$ cat config.mk
export PLATFORM = sky130hd
export DESIGN_NAME = button_edge_autorepeat_flat
export DESIGN_NICKNAME = d
export VERILOG_FILES = /design/src/rtl/bea_pkg.sv /design/src/rtl/bea_chan_if.sv /design/src/rtl/bea_state_mem.sv /design/src/rtl/bea_update.sv /design/src/rtl/button_edge_autorepeat.sv /design/src/flat_wrapper.sv
export SDC_FILE = /design/constraint.sdc
export NUM_CORES = 2
export LEC_CHECK = 0
export ABC_AREA = 1
export BUFFER_PORTS_ARGS = -buffer_cell sky130_fd_sc_hd__buf_2
export CAP_MARGIN = 20
export CORE_UTILIZATION = 25
export CTS_CLUSTER_DIAMETER = 50
export DETAILED_ROUTE_END_ITERATION = 8
export GPL_TIMING_DRIVEN = 0
export PLACE_DENSITY = 0.46
export RECOVER_POWER = 50
export REMOVE_ABC_BUFFERS = 1
export SLEW_MARGIN = 20
export SYNTH_ARGS = -nofsm -noshare
export SYNTH_HDL_FRONTEND = slang
export SYNTH_HIERARCHICAL = 1
export SYNTH_SLANG_ARGS = --single-unit
$ cat constraint.sdc
create_clock -name clk -period 9.8 [get_ports clk]
set_input_delay 0.98 -clock clk [delete_from_list [all_inputs] [get_ports clk]]
set_output_delay 0.98 -clock clk [all_outputs]
set_load 0.05 [all_outputs]
$ cat src/rtl/bea_pkg.sv
// Shared types and constants of the button edge and auto-repeat block.
package bea_pkg;

  localparam int IDX_W  = 7;
  localparam int TICK_W = 8;
  localparam int CFG_W  = 16;
  localparam int CFG_IDX_W = 1;

  localparam int NUM_BUTTONS_DEFAULT = 128;
  localparam int TIMER_BITS_DEFAULT  = 16;

  localparam logic [CFG_IDX_W-1:0] REG_FIRST_DELAY     = 1'd0;
  localparam logic [CFG_IDX_W-1:0] REG_REPEAT_INTERVAL = 1'd1;

  localparam logic [CFG_W-1:0] FIRST_DELAY_RESET     = 16'd500;
  localparam logic [CFG_W-1:0] REPEAT_INTERVAL_RESET = 16'd100;

  typedef struct packed {
    logic [IDX_W-1:0]  button_index;
    logic              is_down;
    logic [TICK_W-1:0] elapsed_ticks;
  } in_word_t;

  typedef struct packed {
    logic [IDX_W-1:0] which_button;
    logic             held;
    logic             pressed;
    logic             released;
    logic             repeat_fire;
  } out_word_t;

  typedef struct packed {
    logic pressed;
    logic released;
    logic repeat_fire;
  } flags_t;

endpackage

$ cat src/rtl/bea_chan_if.sv
// Valid/ready channel that carries one word of a given type.
interface bea_chan_if #(
  parameter type word_t = logic
) ();
  logic  valid;
  logic  ready;
  word_t data;

  modport source (output valid, output data, input ready);
  modport sink   (input valid, input data, output ready);
endinterface

$ cat src/rtl/bea_state_mem.sv
// Per-button state memory with a clearing sweep after reset.
module bea_state_mem #(
  parameter int NUM_BUTTONS = bea_pkg::NUM_BUTTONS_DEFAULT,
  parameter int ADDR_W      = 7,
  parameter int ENTRY_W     = 18
) (
  input  logic               clk,
  input  logic               rst,
  input  logic               rd_en,
  input  logic [ADDR_W-1:0]  rd_addr,
  output logic [ENTRY_W-1:0] rd_data,
  input  logic               wr_en,
  input  logic [ADDR_W-1:0]  wr_addr,
  input  logic [ENTRY_W-1:0] wr_data,
  output logic               busy
);
  import bea_pkg::*;

  localparam logic [ADDR_W-1:0] LAST_ADDR = ADDR_W'(NUM_BUTTONS - 1);

  logic [ENTRY_W-1:0] mem [NUM_BUTTONS];
  logic [ADDR_W-1:0]  clear_addr;

  // The sweep writes zero to one entry per cycle until the last one.
  always_ff @(posedge clk) begin
    if (rst) begin
      busy       <= 1'b1;
      clear_addr <= '0;
    end else if (busy) begin
      clear_addr <= clear_addr + ADDR_W'(1);
      if (clear_addr == LAST_ADDR) begin
        busy <= 1'b0;
      end
    end
  end

  always_ff @(posedge clk) begin
    if (busy) begin
      mem[clear_addr] <= '0;
    end else if (wr_en) begin
      mem[wr_addr] <= wr_data;
    end
  end

  always_ff @(posedge clk) begin
    if (rd_en) begin
      rd_data <= mem[rd_addr];
    end
  end
endmodule

$ cat src/rtl/bea_update.sv
// Next-state and flag logic for one button sample.
module bea_update #(
  parameter int TIMER_BITS = bea_pkg::TIMER_BITS_DEFAULT,
  parameter int ENTRY_W    = TIMER_BITS + 2
) (
  input  logic                      in_range,
  input  logic                      is_down,
  input  logic [bea_pkg::TICK_W-1:0] elapsed_ticks,
  input  logic [bea_pkg::CFG_W-1:0]  first_delay,
  input  logic [bea_pkg::CFG_W-1:0]  repeat_interval,
  input  logic [ENTRY_W-1:0]        entry,
  output logic [ENTRY_W-1:0]        entry_next,
  output bea_pkg::flags_t           flags
);
  import bea_pkg::*;

  localparam int CMP_W = (TIMER_BITS > CFG_W) ? TIMER_BITS : CFG_W;

  logic                  prev;
  logic                  steady;
  logic [TIMER_BITS-1:0] count;
  logic [TIMER_BITS:0]   sum;
  logic [TIMER_BITS-1:0] count_sat;
  logic [CFG_W-1:0]      limit;
  logic                  expire;
  logic                  steady_next;
  logic [TIMER_BITS-1:0] count_next;

  assign prev   = entry[ENTRY_W-1];
  assign steady = entry[TIMER_BITS];
  assign count  = entry[TIMER_BITS-1:0];

  // The timer sticks at all ones instead of wrapping.
  assign sum       = {1'b0, count} + (TIMER_BITS+1)'(elapsed_ticks);
  assign count_sat = sum[TIMER_BITS] ? '1 : sum[TIMER_BITS-1:0];
  assign limit     = steady ? repeat_interval : first_delay;
  assign expire    = CMP_W'(count_sat) >= CMP_W'(limit);

  always_comb begin
    steady_next = steady;
    count_next  = count;
    flags       = '0;
    if (in_range) begin
      if (is_down) begin
        if (!prev) begin
          flags.pressed     = 1'b1;
          flags.repeat_fire = 1'b1;
          steady_next       = 1'b0;
        end else if (expire) begin
          flags.repeat_fire = 1'b1;
          count_next        = '0;
          steady_next       = 1'b1;
        end else begin
          count_next = count_sat;
        end
      end else begin
        flags.released = prev;
        count_next     = '0;
      end
    end
  end

  assign entry_next = {is_down, steady_next, count_next};
endmodule

$ cat src/rtl/button_edge_autorepeat.sv
// Top level of the button edge detector with typematic auto-repeat.
//
//   Channel   Dir  Word type    Content
//   sample    in   in_word_t    button_index, is_down, elapsed_ticks
//   result    out  out_word_t   which_button, held, pressed, released, repeat_fire
//   cfg_*     in   -            write port: 0 = first_delay, 1 = repeat_interval
//
// One sample word is taken per cycle unless the sweep or a stall holds it; it goes to
// the update stage, then to the result register. The state memory is read at acceptance;
// the update, the write-back and the result register load all happen when the update
// stage moves on. After reset the state memory is cleared in a sweep; no sample is taken
// meanwhile, while configuration writes are taken as usual. A result stall holds the
// result register and the update stage, and a full update stage shuts the sample side.
module button_edge_autorepeat #(
  parameter int NUM_BUTTONS = bea_pkg::NUM_BUTTONS_DEFAULT,
  parameter int TIMER_BITS  = bea_pkg::TIMER_BITS_DEFAULT
) (
  input  logic                          clk,
  input  logic                          rst,
  bea_chan_if.sink                      sample,
  bea_chan_if.source                    result,
  input  logic                          cfg_write,
  input  logic [bea_pkg::CFG_IDX_W-1:0] cfg_index,
  input  logic [bea_pkg::CFG_W-1:0]     cfg_data
);
  import bea_pkg::*;

  localparam int ADDR_W  = (NUM_BUTTONS > 1) ? $clog2(NUM_BUTTONS) : 1;
  localparam int ENTRY_W = TIMER_BITS + 2;

  // Configuration registers.
  logic [CFG_W-1:0] first_delay;
  logic [CFG_W-1:0] repeat_interval;

  always_ff @(posedge clk) begin
    if (rst) begin
      first_delay     <= FIRST_DELAY_RESET;
      repeat_interval <= REPEAT_INTERVAL_RESET;
    end else if (cfg_write) begin
      case (cfg_index)
        REG_FIRST_DELAY:     first_delay     <= cfg_data;
        REG_REPEAT_INTERVAL: repeat_interval <= cfg_data;
        default: ;
      endcase
    end
  end

  // Handshake control. The update stage moves on whenever the result register
  // is empty or is being emptied in this cycle.
  logic busy;
  logic s1_valid;
  logic out_valid;
  logic out_free;
  logic s1_advance;
  logic accept;

  assign out_free     = !out_valid || result.ready;
  assign s1_advance   = s1_valid && out_free;
  assign sample.ready = !busy && (!s1_valid || out_free);
  assign accept       = sample.valid && sample.ready;

  // Update stage holds the sample whose state read is in flight.
  in_word_t          s1_word;
  logic              s1_in_range;
  logic [ADDR_W-1:0] s1_addr;

  always_ff @(posedge clk) begin
    if (rst) begin
      s1_valid <= 1'b0;
    end else if (accept) begin
      s1_valid <= 1'b1;
    end else if (s1_advance) begin
      s1_valid <= 1'b0;
    end
  end

  always_ff @(posedge clk) begin
    if (accept) begin
      s1_word     <= sample.data;
      s1_in_range <= 32'(sample.data.button_index) < NUM_BUTTONS;
    end
  end

  assign s1_addr = ADDR_W'(s1_word.button_index);

  // State memory.
  logic [ENTRY_W-1:0] rd_data;
  logic [ENTRY_W-1:0] entry;
  logic [ENTRY_W-1:0] entry_next;
  logic               wr_en;

  assign wr_en = s1_advance && s1_in_range;

  bea_state_mem #(
    .NUM_BUTTONS (NUM_BUTTONS),
    .ADDR_W      (ADDR_W),
    .ENTRY_W     (ENTRY_W)
  ) u_mem (
    .clk     (clk),
    .rst     (rst),
    .rd_en   (accept),
    .rd_addr (ADDR_W'(sample.data.button_index)),
    .rd_data (rd_data),
    .wr_en   (wr_en),
    .wr_addr (s1_addr),
    .wr_data (entry_next),
    .busy    (busy)
  );

  // The write of the previous sample lands on the same edge as the read of the
  // next one, so the read misses it. The bypass register always holds the most
  // recent write, which is also what the memory holds for that address.
  logic               byp_valid;
  logic [ADDR_W-1:0]  byp_addr;
  logic [ENTRY_W-1:0] byp_data;

  always_ff @(posedge clk) begin
    if (rst) begin
      byp_valid <= 1'b0;
    end else if (wr_en) begin
      byp_valid <= 1'b1;
    end
  end

  always_ff @(posedge clk) begin
    if (wr_en) begin
      byp_addr <= s1_addr;
      byp_data <= entry_next;
    end
  end

  assign entry = (byp_valid && byp_addr == s1_addr) ? byp_data : rd_data;

  flags_t flags;

  bea_update #(
    .TIMER_BITS (TIMER_BITS),
    .ENTRY_W    (ENTRY_W)
  ) u_update (
    .in_range        (s1_in_range),
    .is_down         (s1_word.is_down),
    .elapsed_ticks   (s1_word.elapsed_ticks),
    .first_delay     (first_delay),
    .repeat_interval (repeat_interval),
    .entry           (entry),
    .entry_next      (entry_next),
    .flags           (flags)
  );

  // Result register.
  out_word_t out_word;

  always_ff @(posedge clk) begin
    if (rst) begin
      out_valid <= 1'b0;
    end else if (s1_advance) begin
      out_valid <= 1'b1;
    end else if (result.ready) begin
      out_valid <= 1'b0;
    end
  end

  always_ff @(posedge clk) begin
    if (s1_advance) begin
      out_word.which_button <= s1_word.button_index;
      out_word.held         <= s1_word.is_down;
      out_word.pressed      <= flags.pressed;
      out_word.released     <= flags.released;
      out_word.repeat_fire  <= flags.repeat_fire;
    end
  end

  assign result.valid = out_valid;
  assign result.data  = out_word;

endmodule

$ cat src/flat_wrapper.sv
// flat-port wrapper written by rule: the top's interface ports become plain ports
module button_edge_autorepeat_flat import bea_pkg::*;
#(
  parameter int NUM_BUTTONS = bea_pkg::NUM_BUTTONS_DEFAULT,
  parameter int TIMER_BITS  = bea_pkg::TIMER_BITS_DEFAULT
)
  (clk, rst, cfg_write, cfg_index, cfg_data, sample_valid, sample_data, sample_ready, result_valid, result_data, result_ready);
  bea_chan_if #(.word_t(in_word_t)) sample_i ();
  bea_chan_if #(.word_t(out_word_t)) result_i ();
  input  logic clk;
  input  logic rst;
  input  logic cfg_write;
  input  logic [bea_pkg::CFG_IDX_W-1:0] cfg_index;
  input  logic [bea_pkg::CFG_W-1:0] cfg_data;
  input wire logic [$bits(sample_i.valid)-1:0] sample_valid;
  input wire logic [$bits(sample_i.data)-1:0] sample_data;
  output wire logic [$bits(sample_i.ready)-1:0] sample_ready;
  output wire logic [$bits(result_i.valid)-1:0] result_valid;
  output wire logic [$bits(result_i.data)-1:0] result_data;
  input wire logic [$bits(result_i.ready)-1:0] result_ready;
  assign sample_i.valid = sample_valid;
  assign sample_i.data = sample_data;
  assign sample_ready = sample_i.ready;
  assign result_valid = result_i.valid;
  assign result_data = result_i.data;
  assign result_i.ready = result_ready;
  button_edge_autorepeat #(.NUM_BUTTONS(NUM_BUTTONS), .TIMER_BITS(TIMER_BITS)) u_core (.clk(clk), .rst(rst), .sample(sample_i), .result(result_i), .cfg_write(cfg_write), .cfg_index(cfg_index), .cfg_data(cfg_data));
endmodule
==> flow_summary_export.csv <==
group,metric,value,unit
placed_design,dp_hpwl,177,mm
timing,final-setup-viol-count,0,
power_and_ir_drop,power_leakage,40.3,nW
route,drc,0,
floorplan,die_h,630,um
finish,multi_input_area,23600,um^2
floorplan,ios,51,
finish,ff_latch_area,71900,um^2
global_routing,grt_antenna_before_repair,9,
clock_network,numClockSinks,2410,
worst_setup_path,crit_top_cell,"nand2_1",
worst_setup_path,r2r_cells,10,
timing,tightest_slew,7.02,ns
timing,fin_tns_setup,0,ns
finish,final_area,115000,um^2
worst_setup_path,crit_fanout,32,
worst_setup_path,cp-end-kind,"flop",
run_status,status,"finished with violations",
placed_design,portBuffers,50,
finish,syn2layout_area_growth,17.0,%
placed_design,place_congestion,0.794,
floorplan,core-area,392000,um^2
timing,period_minus_slack,8.31,ns
timing,final_hold_viol_count,0,
yosys,syn_inst,8333,
worst_setup_path,critPathArrivalTime,8.74,ns
route,drt-initial-drc-count,6216,
finish,nets,8382,
floorplan,fp-row-count,230,
run_status,violations,"capacitance limit, slew limit",
route,wire_per_inst,22.1,um
route,antenna_left,0,
timing,slew_viol_final,2378,
clock_network,path_clk_slew,0.06,ns
hold_path,hp-class,"in -> reg",
global_routing,grt_overflow,0,
hold_path,hold_depth,3,
finish,drive_above_1_share,0.0738,
clock_network,cts_resized,0,
clock_network,postCtsSetupBuffers,0,
timing,fmax,120,MHz
worst_setup_path,crit_type,"reg -> reg",
global_routing,grt_first_pass_wirelength,435,mm
worst_setup_path,crit_path_start_kind,"flop",
yosys,ys_seq_area_frac,0.730,
yosys,ys_ff_latch,2410,
timing,fin_crit_sh,0.848,
worst_setup_path,cpPeakStageDelay,1.81,ns
timing,rsz0062_at_grt,"no",
global_routing,grt_max_degree,169,
clock_network,cts_root_buf,"clkbuf_16",
yosys,synth.area.top_cells,"edfxtp_1 (72%), nand3_1 (12%), nand2_1 (9.6%)",
floorplan,fp.dieW,630,um
clock_network,cts_tree,"done",
yosys,syn_area_per_cell,11.8,um^2
finish,fill_cells,39500,
yosys,synth.distinct_cells,46,
timing,finClkSkew,0.0544,ns
clock_network,cts.path.max_buffers,4,
worst_setup_path,crit_chain,"nand2_1, nand2_1, inv_1, nand2_1, o21ai_0, inv_1, nor3_1, nand2_1, clkbuf_1, nor2_1",
floorplan,die-area,397000,um^2
run,drv_cap,110,
worst_setup_path,slowest_stage,"nor2_1",
timing,fin_ws,1.49,ns
yosys,synth_top_cell_area_share,0.722,
placed_design,placed_area,108000,um^2
floorplan,start_util,0.251,
route,totalWireLength,304,mm
global_routing,grt_util_all_layers,0.147,
timing,relSlewSlack,-3.68,
worst_setup_path,required,10.23,ns
placed_design,pre_cts_ws,2.85,ns
power_and_ir_drop,ir_drop,128,uV
route,vias,64700,
clock_network,cts_buffers,293,
yosys,synth_top_cell_by_area,"edfxtp_1",
global_routing,first_global_vias,60700,
yosys,synth-warning-count,6,
power_and_ir_drop,p_per_area,198,nW/um^2
clock_network,htreeDepth,5,
yosys,synth_area,98500,um^2
clock_network,worstSkewPairLatency,0.87,ns
clock_network,hold_buffers,0,
route,dr.pass1.iters,6,
route,viasPerCell,4.70,
-- flip-flops by register name, summed over array words and instances (netlist names) --
register                 flops
u_core/byp_data             18
u_core/repeat_interval      16
u_core/s1_valid              1
u_core/u_mem/rd_data        18
u_core/s1_word               9
u_core/first_delay          16
u_core/byp_valid             1
u_core/result.valid          1
u_core/u_mem/clear_addr      7
u_core/u_mem/busy            1
u_core/u_mem/mem          2304
u_core/s1_addr               7
u_core/result.data          11
-- layout by cell type (no fill, tap or decap), drive strengths merged --
master	n
a21oi	14
dfxtp	43
nand3	2323
o21ai	50
edfxtp	2367
and3	1
a211oi	1
or2	4
inv	143
xor2	5
buf	147
ha	25
clkinv	99
conb	3
nand2	2551
nor3	17
nor2	242
clkinvlp	17
clkbuf	425
o21a	1
xnor2	2
o21bai	4
diode	11
nand4	6
o22ai	1
bufinv	19
fa	1
mux2i	15
-- Yosys cell counts, drive strengths merged --
cell	number
xor2	5
nand3	2323
dfxtp	43
clkbuf	157
o22ai	1
xnor2	2
nand2	2551
nor3	17
clkinv	3
fa	1
a211oi	1
buf	371
a21oi	14
o21bai	4
conb	1
edfxtp	2367
o21ai	50
or2	4
nor2	242
o21a	1
nand4	6
mux2i	15
inv	128
and3	1
ha	25
-- cell type report --
type                       instances  area share
timing repair buffer             216      0.0292
inverter                         131     0.00476
tap                             5220      0.0566
clock buffer                     356      0.0689
sequential                      2410       0.624
antenna                           11    0.000239
clock inverter                   147      0.0116
multi-input combinational       5266       0.205
-- stage by stage --
| stage | hold WS [ns] | total power [W] | std cells | util |
|---|---|---|---|---|
| after floorplan | 0.428 | 0.0120 | 7807 | - |
| after global placement | 0.439 | 0.0128 | 13100 | 0.262 |
| after detailed placement | 0.448 | 0.0126 | 13200 | 0.275 |
| after CTS | 0.264 | 0.0231 | 13700 | 0.299 |
| after global routing | 0.314 | 0.0236 | 13700 | 0.294 |
| final | 0.335 | 0.0229 | 13800 | 0.294 |
-- final timing paths --
check	start	to	slack, ns
max	u_core/result.valid$_SDFFE_PP0P_	u_core/u_mem/mem[9][8]$_DFFE_PP_	1.49
min	cfg_data[5]	u_core/repeat_interval[5]$_SDFFE_PP1P_	0.34
max reg2reg	u_core/result.valid$_SDFFE_PP0P_	u_core/u_mem/mem[9][8]$_DFFE_PP_	1.49
min reg2reg	u_core/first_delay[6]$_SDFFE_PP1P_	u_core/first_delay[6]$_SDFFE_PP1P_	0.46
-- worst max-delay path: cells and delay by family (launching register included) --
kind	cells	cell delay, ns
flops	1	0.40
buf+inv	3	1.29
compound gates	1	1.47
simple gates	6	4.66
-- power breakdown --
part	total (W)	switching [W]	leakage (nW)	internal, W
logic	0.00115	0.000849	13.4	0.000306
clock network	0.0105	0.00424	4.50	0.00628
registers	0.0112	0.00000891	22.3	0.0112
total	0.0229	0.00510	40.3	0.0178
-- per-layer routing --
layer | share of wire | track usage | vias up
met2 | 0.47 | 0.239 | 2137
met3 | 0.064 | 0.0202 | 420
met1 | 0.44 | 0.205 | 32600
li1 | - | - | 29600
met4 | 0.027 | 0.0417 | 0
met5 | 0 | 0 | -
-- cell families (layout without fill, tap and decap cells) --
family | Yosys count | in the layout | share of synthesized area
and+or+nand+nor | 5144 | 5144 | 0.230
DFF | 2410 | 2410 | 0.730
buffers and inverters | 659 | 850 | 0.0299
AOI/OAI and AO/OA | 71 | 71 | 0.00457
adders and majority gates | 26 | 26 | 0.00338
muxes | 15 | 15 | 0.00152
xor gates and xnor gates | 7 | 7 | 0.000622
other | 1 | 14 | 0.0000381
No activity file was read; power rests on OpenSTA's default activity.
